==> config.mk <==
export PLATFORM = sky130hd
export DESIGN_NAME = shtab_queue
export DESIGN_NICKNAME = d
export VERILOG_FILES = /design/src/hdl/shtab_pkg.sv /design/src/hdl/shtab_queue.sv
export SDC_FILE = /design/constraint.sdc
export NUM_CORES = 1
export LEC_CHECK = 0
export BUFFER_PORTS_ARGS = -buffer_cell sky130_fd_sc_hd__buf_4
export CAP_MARGIN = 20
export CORE_MARGIN = 2
export CORE_UTILIZATION = 40
export CTS_BUF_LIST = sky130_fd_sc_hd__clkbuf_8
export DETAILED_ROUTE_END_ITERATION = 7
export PLACE_DENSITY = 0.62
export SYNTH_ARGS = -nofsm -noshare
export SYNTH_HDL_FRONTEND = slang
export SYNTH_SLANG_ARGS = --single-unit
==> constraint.sdc <==
create_clock -name clock -period 8.4 [get_ports clock]
set_clock_uncertainty 0.15 [all_clocks]
set_input_delay 1.68 -clock clock [delete_from_list [all_inputs] [get_ports clock]]
set_output_delay 1.68 -clock clock [all_outputs]
set_load 0.05 [all_outputs]
==> src/hdl/shtab_pkg.sv <==
// Shared types, constants and codes for the string key hash table.
// Used by every module of the block; depends on nothing else.
package shtab_pkg;

   localparam int MAX_SLOTS_DEF = 1024;
   localparam int MAX_KEY_BYTES = 64;
   localparam int VALUE_BITS = 20;
   localparam int HASH_W = 32;
   localparam logic [HASH_W-1:0] HASH_START = 32'd5381;
   localparam int CAP_W = 4;
   localparam logic [CAP_W-1:0] CAP_RESET = 4'd10;
   localparam logic [CAP_W-1:0] MIN_LOG2 = 4'd4;
   localparam int WORDS = (MAX_KEY_BYTES + 7) / 8;
   localparam int WORD_W = (WORDS > 1) ? $clog2(WORDS) : 1;
   localparam int LEN_W = $clog2(MAX_KEY_BYTES + 1);
   localparam int STATUS_W = 3;
   localparam int SLOT_OUT_W = 10;

   localparam logic [1:0] CMD_PUT = 2'd0;
   localparam logic [1:0] CMD_GET = 2'd1;
   localparam logic [1:0] CMD_CLEAR = 2'd2;

   typedef enum logic [STATUS_W-1:0] {
      ST_HIT  = 3'd0,
      ST_MISS = 3'd1,
      ST_NEW  = 3'd2,
      ST_FULL = 3'd3,
      ST_LONG = 3'd4
   } shtab_status_type;

   typedef enum logic [3:0] {
      S_INIT,
      S_IDLE,
      S_META,
      S_CHECK,
      S_KREAD,
      S_KCMP,
      S_STORE,
      S_CLEAR,
      S_DONE
   } shtab_state_type;

   typedef struct packed {
      logic [1:0]            cmd;
      logic [VALUE_BITS-1:0] value;
      logic [HASH_W-1:0]     hash;
      logic [LEN_W-1:0]      len;
      logic                  overflow;
   } shtab_desc_type;

   typedef struct packed {
      logic              valid;
      logic [WORD_W-1:0] word;
      logic [2:0]        lane;
      logic [7:0]        data;
   } shtab_kwr_type;

   typedef struct packed {
      logic                  used;
      logic [LEN_W-1:0]      len;
      logic [VALUE_BITS-1:0] value;
   } shtab_meta_type;

endpackage

==> src/hdl/shtab_queue.sv <==
// Two-entry queue of operation descriptors, each with its own key word bank.
// Depends on shtab_pkg; written by shtab_front and drained by shtab_back.
module shtab_queue (
   input  logic                                clock,
   input  logic                                reset,
   input  shtab_pkg::shtab_kwr_type            kwr,
   input  logic                                push,
   input  shtab_pkg::shtab_desc_type           desc_in,
   input  logic                                pop,
   input  logic [shtab_pkg::WORD_W-1:0]        rd_word,
   output logic [63:0]                         rd_data,
   output shtab_pkg::shtab_desc_type           head,
   output logic                                full,
   output logic                                empty
);
   import shtab_pkg::*;

   shtab_desc_type desc_ff [2];
   logic [63:0]    bank_ff [2][WORDS];
   logic           wp_ff, wp_in;
   logic           rp_ff, rp_in;
   logic [1:0]     count_ff, count_in;

   assign full = count_ff == 2'd2;
   assign empty = count_ff == 2'd0;
   assign head = desc_ff[rp_ff];
   assign rd_data = bank_ff[rp_ff][rd_word];

   always_comb begin
      wp_in = push ? !wp_ff : wp_ff;
      rp_in = pop ? !rp_ff : rp_ff;
      count_in = count_ff + 2'(push) - 2'(pop);
   end

   always_ff @(posedge clock) begin
      if (reset) begin
         wp_ff <= 1'b0;
         rp_ff <= 1'b0;
         count_ff <= '0;
      end else begin
         wp_ff <= wp_in;
         rp_ff <= rp_in;
         count_ff <= count_in;
      end
   end

   always_ff @(posedge clock) begin
      if (push) begin
         desc_ff[wp_ff] <= desc_in;
      end
      if (kwr.valid) begin
         if (kwr.lane == 3'd0) begin
            bank_ff[wp_ff][kwr.word] <= {56'd0, kwr.data};
         end else begin
            bank_ff[wp_ff][kwr.word][{kwr.lane, 3'b000} +: 8] <= kwr.data;
         end
      end
   end

endmodule

==> out/metrics.yaml <==
power:
  power_per_cell_area_mw_per_mm2: 219
  leakage_nw: 19.1
  vdd_drop_max_v: 0.000165
place:
  portBuffers: 211
  placed_area_mm2: 0.0496
  dp_hpwl_mm: 70.8
  dp.cells: 4218
  post-place-ws_ns: 2.60
  finalWeightedCongestion: 0.768
routing:
  drc_errors: 0
  drt_iter0_markers: 2302
  routedWlPerCell_um: 25.6
  wirelength_mm: 117
  routed_via_density: 5.49
  final_antenna_net_count: 0
  drt_pass1_iterations: 5
  via_count: 25031
cts:
  cts_inserted_buffers: 186
  cts_resized: 0
  cts.sinks: 1153
  holdBufCountCts: 0
  clkTransAtPathRegs_ns: 0.06
  cts_tree: "yes"
  cts-root-buf: "clkbuf_8"
  cts_max_level: 4
  clockBufferDepth: 3
  clk_latency_ns: 0.85
  cts_setup_buffers: 0
outcome:
  status: "complete, no violations"
worst_hold_path:
  hold_start: "rp_ff"
  hold_end: "rp_ff"
  worstHoldPathCells: 2
  hold_path.class: "reg2reg"
global_route:
  track_usage_pct: 19.5
  grt_max_degree: 103
  grt_pass1_vias: 26910
  grt_overflow_total: 0
  antenna_found_initial: 6
  grt_pass1_wl_mm: 172
timing:
  hold_violations: 0
  setup_slack_ns: 2.54
  tightest_slew_ns: 1.13
  period_share_pct: 69.8
  max_slew_margin_pct: 24.8
  rsz0062_at_grt: "false"
  final.setup.tns_ns: 0
  setup_violations: 0
  layout_min_cycle_time_ns: 5.86
  max_freq_mhz: 171
  drv_slew: 0
layout:
  final_cells: 4563
  fillers: 9895
  fin_nets: 2973
  area_growth_pct: 13.7
  design_area_mm2: 0.0530
  drive_above_1_share_pct: 27.4
synthesis:
  synth_cell_types: 35
  netlist_instances: 2685
  synth_nets: 2774
  yosysTopAreaCell: "edfxtp_1"
  yosys_warnings: 0
  ys_top_cells_by_area: "edfxtp_1 (74%), mux4_2 (12%), nor2_1 (4.3%), a22oi_1 (2.1%), mux2_2 (1.5%)"
  yosys.area.top_type_share_pct: 74.0
  seq_area_frac_synth_pct: 74.2
  syn_area_per_cell_um2: 17.4
  ys_ff_latch: 1153
  syn_area_mm2: 0.0466
floorplanning:
  ios: 212
  die_h_um: 345
  fp.coreArea_mm2: 0.116
  num_rows: 125
  dieWidth_um: 345
  start_util_pct: 40.2
  dieArea_mm2: 0.119
critical_path:
  crit_fanout: 98
  arrival_ns: 4.03
  reg2reg_from: "wp_ff"
  crit_start: "rd_word[0]"
  cp_cell_sequence: "buf_8, buf_12, mux4_2, a22oi_1, nand2_1, buf_4"
  crit_slowest_cell: "buf_8"
  cp-end-kind: "output pin"
  criticalPathCategory: "in2out"
  rrSetupSlack_ns: 5.31
  slowest_delay_ns: 0.59
  critPathLaunchType: "input port"
  worstReg2RegEnd: "bank_ff[1][154]"
  ff2ff_path_depth: 2
  cp.required_ns: 6.57
job:
  cap_violations: 0
-- cells in the final DEF (no fill, tap or decap), types with 4 or more instances in the layout --
master,n
nand2_1,124
bufinv_16,4
mux4_2,256
nand2_4,5
buf_12,4
mux2_2,62
nor2_1,531
clkbuf_8,186
ha_1,5
clkinvlp_4,10
inv_8,4
nor2_2,6
clkinv_2,19
clkinv_1,53
nor3_2,4
edfxtp_1,1148
a22oi_1,128
a21oi_1,64
inv_1,64
nor2b_1,68
nand2_2,8
buf_4,241
-- stage by stage --
stage	hold slack (ns)	total power [mW]	utilization, %
detailed placement	0.361	7.26	42.8
global placement	0.350	7.25	42.8
floorplan	0.330	7.00	-
CTS	0.378	11.7	45.7
finish	0.372	11.6	45.7
global route	0.423	12.0	45.7
-- power by group --
group / internal (mW) / switching, mW
sequential: 6.31 / 0.0284
clock: 2.21 / 2.24
combinational: 0.260 / 0.528
-- logic make-up after synthesis --
group	share of synthesized area [%]
XOR/XNOR	0.0752
multiplexers	13.9
adder cells (fa/ha/maj)	0.134
buffers and inverters	2.08
flip-flops	74.2
AND/OR/NAND/NOR	6.93
AO/OA/AOI/OAI	2.75
-- critical path: cells and delay by family --
kind	cells	cell delay [ns]
buf+inv	3	1.23
mux	1	0.38
compound gates	1	0.31
simple gates	1	0.22
-- Yosys cell counts, drive strengths merged --
cell and count:
clkbuf 167, or3b 1, buf 69, edfxtp 1148, nor4 1, nor2b 71
nor3b 1, nand3b 2, nand2b 4, nand2 137, and3b 1, and2 2
mux4 256, nand3 4, inv 5, ha 5, nor4bb 1, nor2 538
nor3 6, and4 1, nor4b 1, dfxtp 5, xor2 1, a21oi 64
xnor2 3, a22oi 128, nand4b 1, mux2 62
-- sequential cells by signal (all words and copies together), names as in the netlist, named ones only --
name      cells
bank_ff    1024
desc_ff     124
count_ff      2
rp_ff         1
wp_ff         1
-- final cells by class --
| cell class | instances | area, µm² | area share, % |
|---|---|---|---|
| clock buffer | 186 | 2560 | 4.83 |
| tap | 1524 | 1910 | 3.60 |
| antenna | 3 | 7.51 | 0.0142 |
| inverter | 5 | 18.8 | 0.0354 |
| timing repair buffer | 247 | 1920 | 3.61 |
| multi-input combinational | 1291 | 11200 | 21.1 |
| clock inverter | 154 | 830 | 1.57 |
| sequential | 1153 | 34600 | 65.3 |
-- worst max path at each step --
stage                     to  slack [ns]
2_1_floorplan  desc_ff[0][0]        3.35
3_3_place_gp     rd_data[37]        2.60
5_1_grt          rd_data[21]        2.48
3_5_place_dp     rd_data[37]        2.60
6_report         rd_data[55]        2.54
4_1_cts          rd_data[45]        2.59
-- layer usage --
metal,GRT usage (%),share of wire [%],vias up
li1,-,-,10769
met1,24.9,39,12939
met2,32.6,50,1098
met3,4.88,8.2,219
met4,6.41,2.7,6
met5,0,0.022,-
Note: power is estimated with default switching activity, not from simulation.
