`src/hdl/shtab_pkg.sv`:
```
// Shared types, constants and codes for the string key hash table.
// Used by every module of the block; depends on nothing else.
package shtab_pkg;

   localparam int MAX_SLOTS_DEF = 1024;
   localparam int MAX_KEY_BYTES = 64;
   localparam int VALUE_BITS = 20;
   localparam int HASH_W = 32;
   localparam logic [HASH_W-1:0] HASH_START = 32'd5381;
   localparam int CAP_W = 4;
   localparam logic [CAP_W-1:0] CAP_RESET = 4'd10;
   localparam logic [CAP_W-1:0] MIN_LOG2 = 4'd4;
   localparam int WORDS = (MAX_KEY_BYTES + 7) / 8;
   localparam int WORD_W = (WORDS > 1) ? $clog2(WORDS) : 1;
   localparam int LEN_W = $clog2(MAX_KEY_BYTES + 1);
   localparam int STATUS_W = 3;
   localparam int SLOT_OUT_W = 10;

   localparam logic [1:0] CMD_PUT = 2'd0;
   localparam logic [1:0] CMD_GET = 2'd1;
   localparam logic [1:0] CMD_CLEAR = 2'd2;

   typedef enum logic [STATUS_W-1:0] {
      ST_HIT  = 3'd0,
      ST_MISS = 3'd1,
      ST_NEW  = 3'd2,
      ST_FULL = 3'd3,
      ST_LONG = 3'd4
   } shtab_status_type;

   typedef enum logic [3:0] {
      S_INIT,
      S_IDLE,
      S_META,
      S_CHECK,
      S_KREAD,
      S_KCMP,
      S_STORE,
      S_CLEAR,
      S_DONE
   } shtab_state_type;

   typedef struct packed {
      logic [1:0]            cmd;
      logic [VALUE_BITS-1:0] value;
      logic [HASH_W-1:0]     hash;
      logic [LEN_W-1:0]      len;
      logic                  overflow;
   } shtab_desc_type;

   typedef struct packed {
      logic              valid;
      logic [WORD_W-1:0] word;
      logic [2:0]        lane;
      logic [7:0]        data;
   } shtab_kwr_type;

   typedef struct packed {
      logic                  used;
      logic [LEN_W-1:0]      len;
      logic [VALUE_BITS-1:0] value;
   } shtab_meta_type;

endpackage

```
`src/hdl/shtab_front.sv`:
```
// Front end: takes key bytes, folds the hash and tracks the key length.
// Depends on shtab_pkg; feeds shtab_queue with key bytes and descriptors.
module shtab_front (
   input  logic                             clock,
   input  logic                             reset,
   input  logic                             req_valid,
   output logic                             req_ready,
   input  logic [1:0]                       req_cmd,
   input  logic [7:0]                       req_key_byte,
   input  logic                             req_key_last,
   input  logic [shtab_pkg::VALUE_BITS-1:0] req_put_value,
   input  logic                             q_full,
   input  logic                             init_busy,
   output shtab_pkg::shtab_kwr_type         kwr,
   output logic                             push,
   output shtab_pkg::shtab_desc_type        desc
);
   import shtab_pkg::*;

   logic [HASH_W-1:0] hash_ff, hash_in;
   logic [LEN_W-1:0]  len_ff, len_in;
   logic              ovf_ff, ovf_in;
   logic              accept;
   logic              in_range;
   logic [HASH_W-1:0] hash_next;
   logic [LEN_W-1:0]  len_next;

   assign req_ready = !q_full && !init_busy;
   assign accept = req_valid && req_ready;
   assign in_range = len_ff < LEN_W'(MAX_KEY_BYTES);
   assign hash_next = (hash_ff << 5) + hash_ff + HASH_W'(req_key_byte);
   assign len_next = in_range ? len_ff + LEN_W'(1) : len_ff;

   assign kwr.valid = accept && in_range;
   assign kwr.word = WORD_W'(len_ff >> 3);
   assign kwr.lane = len_ff[2:0];
   assign kwr.data = req_key_byte;

   assign push = accept && req_key_last;
   assign desc.cmd = req_cmd;
   assign desc.value = req_put_value;
   assign desc.hash = hash_next;
   assign desc.len = len_next;
   assign desc.overflow = ovf_ff || !in_range;

   always_comb begin
      hash_in = hash_ff;
      len_in = len_ff;
      ovf_in = ovf_ff;
      if (accept) begin
         if (req_key_last) begin
            hash_in = HASH_START;
            len_in = '0;
            ovf_in = 1'b0;
         end else begin
            hash_in = hash_next;
            len_in = len_next;
            ovf_in = ovf_ff || !in_range;
         end
      end
   end

   always_ff @(posedge clock) begin
      if (reset) begin
         hash_ff <= HASH_START;
         len_ff <= '0;
         ovf_ff <= 1'b0;
      end else begin
         hash_ff <= hash_in;
         len_ff <= len_in;
         ovf_ff <= ovf_in;
      end
   end

endmodule

```
`config.mk`:
```
export PLATFORM = sky130hd
export DESIGN_NAME = shtab_front
export DESIGN_NICKNAME = d
export VERILOG_FILES = /design/src/hdl/shtab_pkg.sv /design/src/hdl/shtab_front.sv
export SDC_FILE = /design/constraint.sdc
export NUM_CORES = 1
export LEC_CHECK = 0
export BUFFER_PORTS_ARGS = -buffer_cell sky130_fd_sc_hd__buf_2
export CORE_AREA = 3 3 101 103
export DETAILED_ROUTE_END_ITERATION = 8
export DIE_AREA = 0 0 104 106
export GPL_ROUTABILITY_DRIVEN = 0
export PLACE_DENSITY = 0.73
export SYNTH_ARGS = -nofsm -noshare
export SYNTH_HDL_FRONTEND = slang
export SYNTH_SLANG_ARGS = --single-unit
```
`constraint.sdc`:
```
create_clock -name clock -period 3.1 [get_ports clock]
set_input_delay 0.155 -clock clock [delete_from_list [all_inputs] [get_ports clock]]
set_output_delay 0.155 -clock clock [all_outputs]
set_load 0.02 [all_outputs]
```
==> impl_results.md <==
* Class of the worst hold path: primary input to flip-flop
* Starting density of the core at 0.425
* Final hold vios at 0
* R2r startpoint: hash_ff[5]$_SDFFE_PP0P_
* ANT cells at 0
* Cell count after synthesis at 468
* Syn_nets at 567
* Post-synthesis xor/xnor area fraction at 0.0711
* CP max stage delay at 460 ps
* Failing checks: setup timing
* Top post-synthesis cells by area: dfxtp_1 20%, ha_1 19%, buf_4 6.9%
* CP top delay family: compound AO/OA/AOI/OAI gates
* Number of CTS-inserted buffers at 5
* R2r setup slk at 60 ps
* CTS Root Cell: clkbuf_8
* Worst setup path end: desc[38]
* Worst-Margin Slew at 786 ps
* PortBufs at 70
* CP endpoint kind: output port
* Setup WS post-layout at -221 ps
* Synth Register Bits at 40
* Clk buf depth at 2
* Post-synthesis adder-cell area fraction at 0.208
* Peak supply drop at 162 µV
* Slew headroom at 0.474
* Fin crit period at 3320 ps
* Routed WL per cell at 18.6 µm
* FF-to-FF End: hash_ff[27]$_SDFFE_PP0P_
* Async set or reset register ratio after synthesis at 0
* Die Y at 106 µm
* Kind of start point of the critical path: flip-flop
* Core area at 9280 µm²
* First-pass GRT wire length at 18.6 mm
* Unrepaired setup endpoints after global routing: true
* Synth Area in Compound Gates at 0.260
* Main combinational cell family by area after synthesis: compound AO/OA/AOI/OAI gates
* CTS sink count at 40
* GRT Overall Usage at 0.202
* Worst Path Arrival at 3170 ps
* Num rows at 35
* CTS tree: built
* Post-DRT Antenna Nets at 0
* Initial antenna violation count at 0
* Cts-stage hold buffer count at 0
* Worst-path cell chain: ha_1, ha_1, a21oi_1, o21ai_1, a21oi_2, nor3_1, a211o_1, or3_1, and2_1, buf_2
* Drt first pass iters at 5
* Residual DRC at 0
* Tot Pwr at 1.40 mW
* DR vias at 4000
* Largest net degree at the start of global routing at 24
* Simple-Gate Fraction of Synth Area at 0.153
* Status: complete, but fails checks
* Finish-stage setup viols at 16
* Pwr dens at 284 nW/µm²
* P&R area growth vs syn at 25.2%
* Grt ovf at 0
* Slew Viols, Final at 0
* Clk_skew at 9.96 ps
* Cell area after synthesis at 3940 µm²
* Critical path's slowest cell: dfxtp_1
* Number of flops mapped to enable cells by yosys at 0
* Most used DFF post-synth: dfxtp_1
* P_leak at 2.35 nW
* Clk_lat worst skew at 310 ps
* Post-Syn Area per Cell at 8.42 µm²
* Yosys warns at 0
* NumNets Final at 630
* DPL Wire Length at 8.28 mm
* Initial DRC count at 475
* Critical path class: flip-flop to output port
* Critical path depth in cells at 10
* F_max at 301 MHz
* Share of the synthesized area in the top cell type at 0.203
* Critical path buffer and inverter count at 1
* IO Count at 115
* Die W at 104 µm
* Final period utilization at 1.07
* Vias per Instance at 6.05
* Pre-CTS setup slack at -151 ps
* Most used cell along the critical path: ha_1
* CP Max Fanout at 7
* Clock-pin slew on the worst setup and hold paths at 90 ps
* Post-synthesis mux area share at 0.00794
* WL final at 12.3 mm
* Sequential area share after synthesis at 0.203
* Worst Reg-to-Reg Cells at 11
* Fillers at 821
* WP data required at 2940 ps
* Launch point of the worst path: hash_ff[16]$_SDFFE_PP0P_
* Share of layout cells above drive strength 1 at 0.340
* WHS Path Cells at 2
* Max cap viols at 0
* Netlist cell types at 56
* Area leader, netlist: dfxtp_1
* Vias in the first global route at 3747
* CTS HTree Levels at 2
* Most frequent cells in the layout: 53 x ha_1, 53 x buf_2, 47 x buf_4
* Full die area at 11000 µm²
[flip-flops by register name, indices dropped and copies added (netlist names)]
register	flops
len_ff	7
hash_ff	32
ovf_ff	1
[report_power, final]
| part | leakage (nW) | total [mW] | internal, mW | switching (mW) |
|---|---|---|---|---|
| clock | 0.0541 | 0.459 | 0.239 | 0.221 |
| sequential | 0.324 | 0.527 | 0.519 | 0.00735 |
| combinational | 1.98 | 0.415 | 0.163 | 0.252 |
| total | 2.35 | 1.40 | 0.922 | 0.480 |
[final cells by class]
class / count / area [µm²] / share of cell area
Multi-Input combinational cell: 362 / 3100 / 0.628
Clock buffer: 5 / 68.8 / 0.0139
Tap cell: 129 / 161 / 0.0327
Timing Repair Buffer: 107 / 697 / 0.141
Clock inverter: 3 / 42.5 / 0.00862
Sequential cell: 40 / 810 / 0.164
Inverter: 15 / 56.3 / 0.0114
[Yosys cell counts, types with 4 or more instances]
| cell type | instances |
|---|---|
| buf_4 | 36 |
| a21oi_1 | 37 |
| nand2_1 | 31 |
| nor2_1 | 37 |
| dfxtp_1 | 40 |
| o21ai_1 | 5 |
| o21ai_0 | 18 |
| a22o_1 | 15 |
| ha_1 | 59 |
| o31ai_1 | 4 |
| a22oi_1 | 9 |
| nand3_1 | 8 |
| xor2_1 | 12 |
| and2_1 | 5 |
| o21a_1 | 7 |
| nor3_1 | 10 |
| nand4_1 | 12 |
| inv_1 | 15 |
| xnor2_1 | 20 |
| a21o_1 | 7 |
| clkbuf_1 | 15 |
| o21bai_1 | 8 |
| fa_1 | 4 |
| a211o_1 | 4 |
[through the flow]
stage / instances / hold slack (ps) / area, µm² / setup TNS [ps] / utilization
4_1_cts: 652 / 272 / 4620 / -680 / 0.498
3_3_place_gp: 630 / 310 / 4240 / -98.7 / 0.456
5_1_grt: 661 / 279 / 4930 / -3940 / 0.531
2_1_floorplan: 468 / 330 / 3940 / 0 / -
6_report: 661 / 273 / 4930 / -1830 / 0.531
3_5_place_dp: 630 / 310 / 4240 / -532 / 0.456
[worst min path at each step]
| stage | start | endpoint | slack, ps |
|---|---|---|---|
| after floorplan | reset | ovf_ff$_SDFFE_PP0P_ | 330 |
| after CTS | reset | len_ff[2]$_SDFFE_PP0P_ | 270 |
| final | reset | hash_ff[11]$_SDFFE_PP0P_ | 270 |
| after global placement | req_put_value[3] | desc[43] | 310 |
| after detailed placement | req_put_value[3] | desc[43] | 310 |
| after global routing | reset | hash_ff[7]$_SDFFE_PP0P_ | 280 |
[routing by layer]
metal	global-route usage	share of wire	vias to the layer above
met5	0	0	-
met4	0.0703	0.041	0
met3	0.0346	0.077	67
met2	0.349	0.47	247
met1	0.253	0.41	1874
li1	-	-	1812
[kinds of logic after synthesis]
kind of cell,Yosys count
compound gates,139
simple gates,125
buf+inv,66
fa+ha+maj,63
flops,40
xor+xnor,32
mux,3
[repair_timing]
item	CTS	global route
gates resized for setup	45	50
pin swaps	24	17
setup buffers	14	9
setup endpoints to repair	24	23
hold endpoints to repair	0	0
Note: power is estimated with default switching activity, not from simulation.
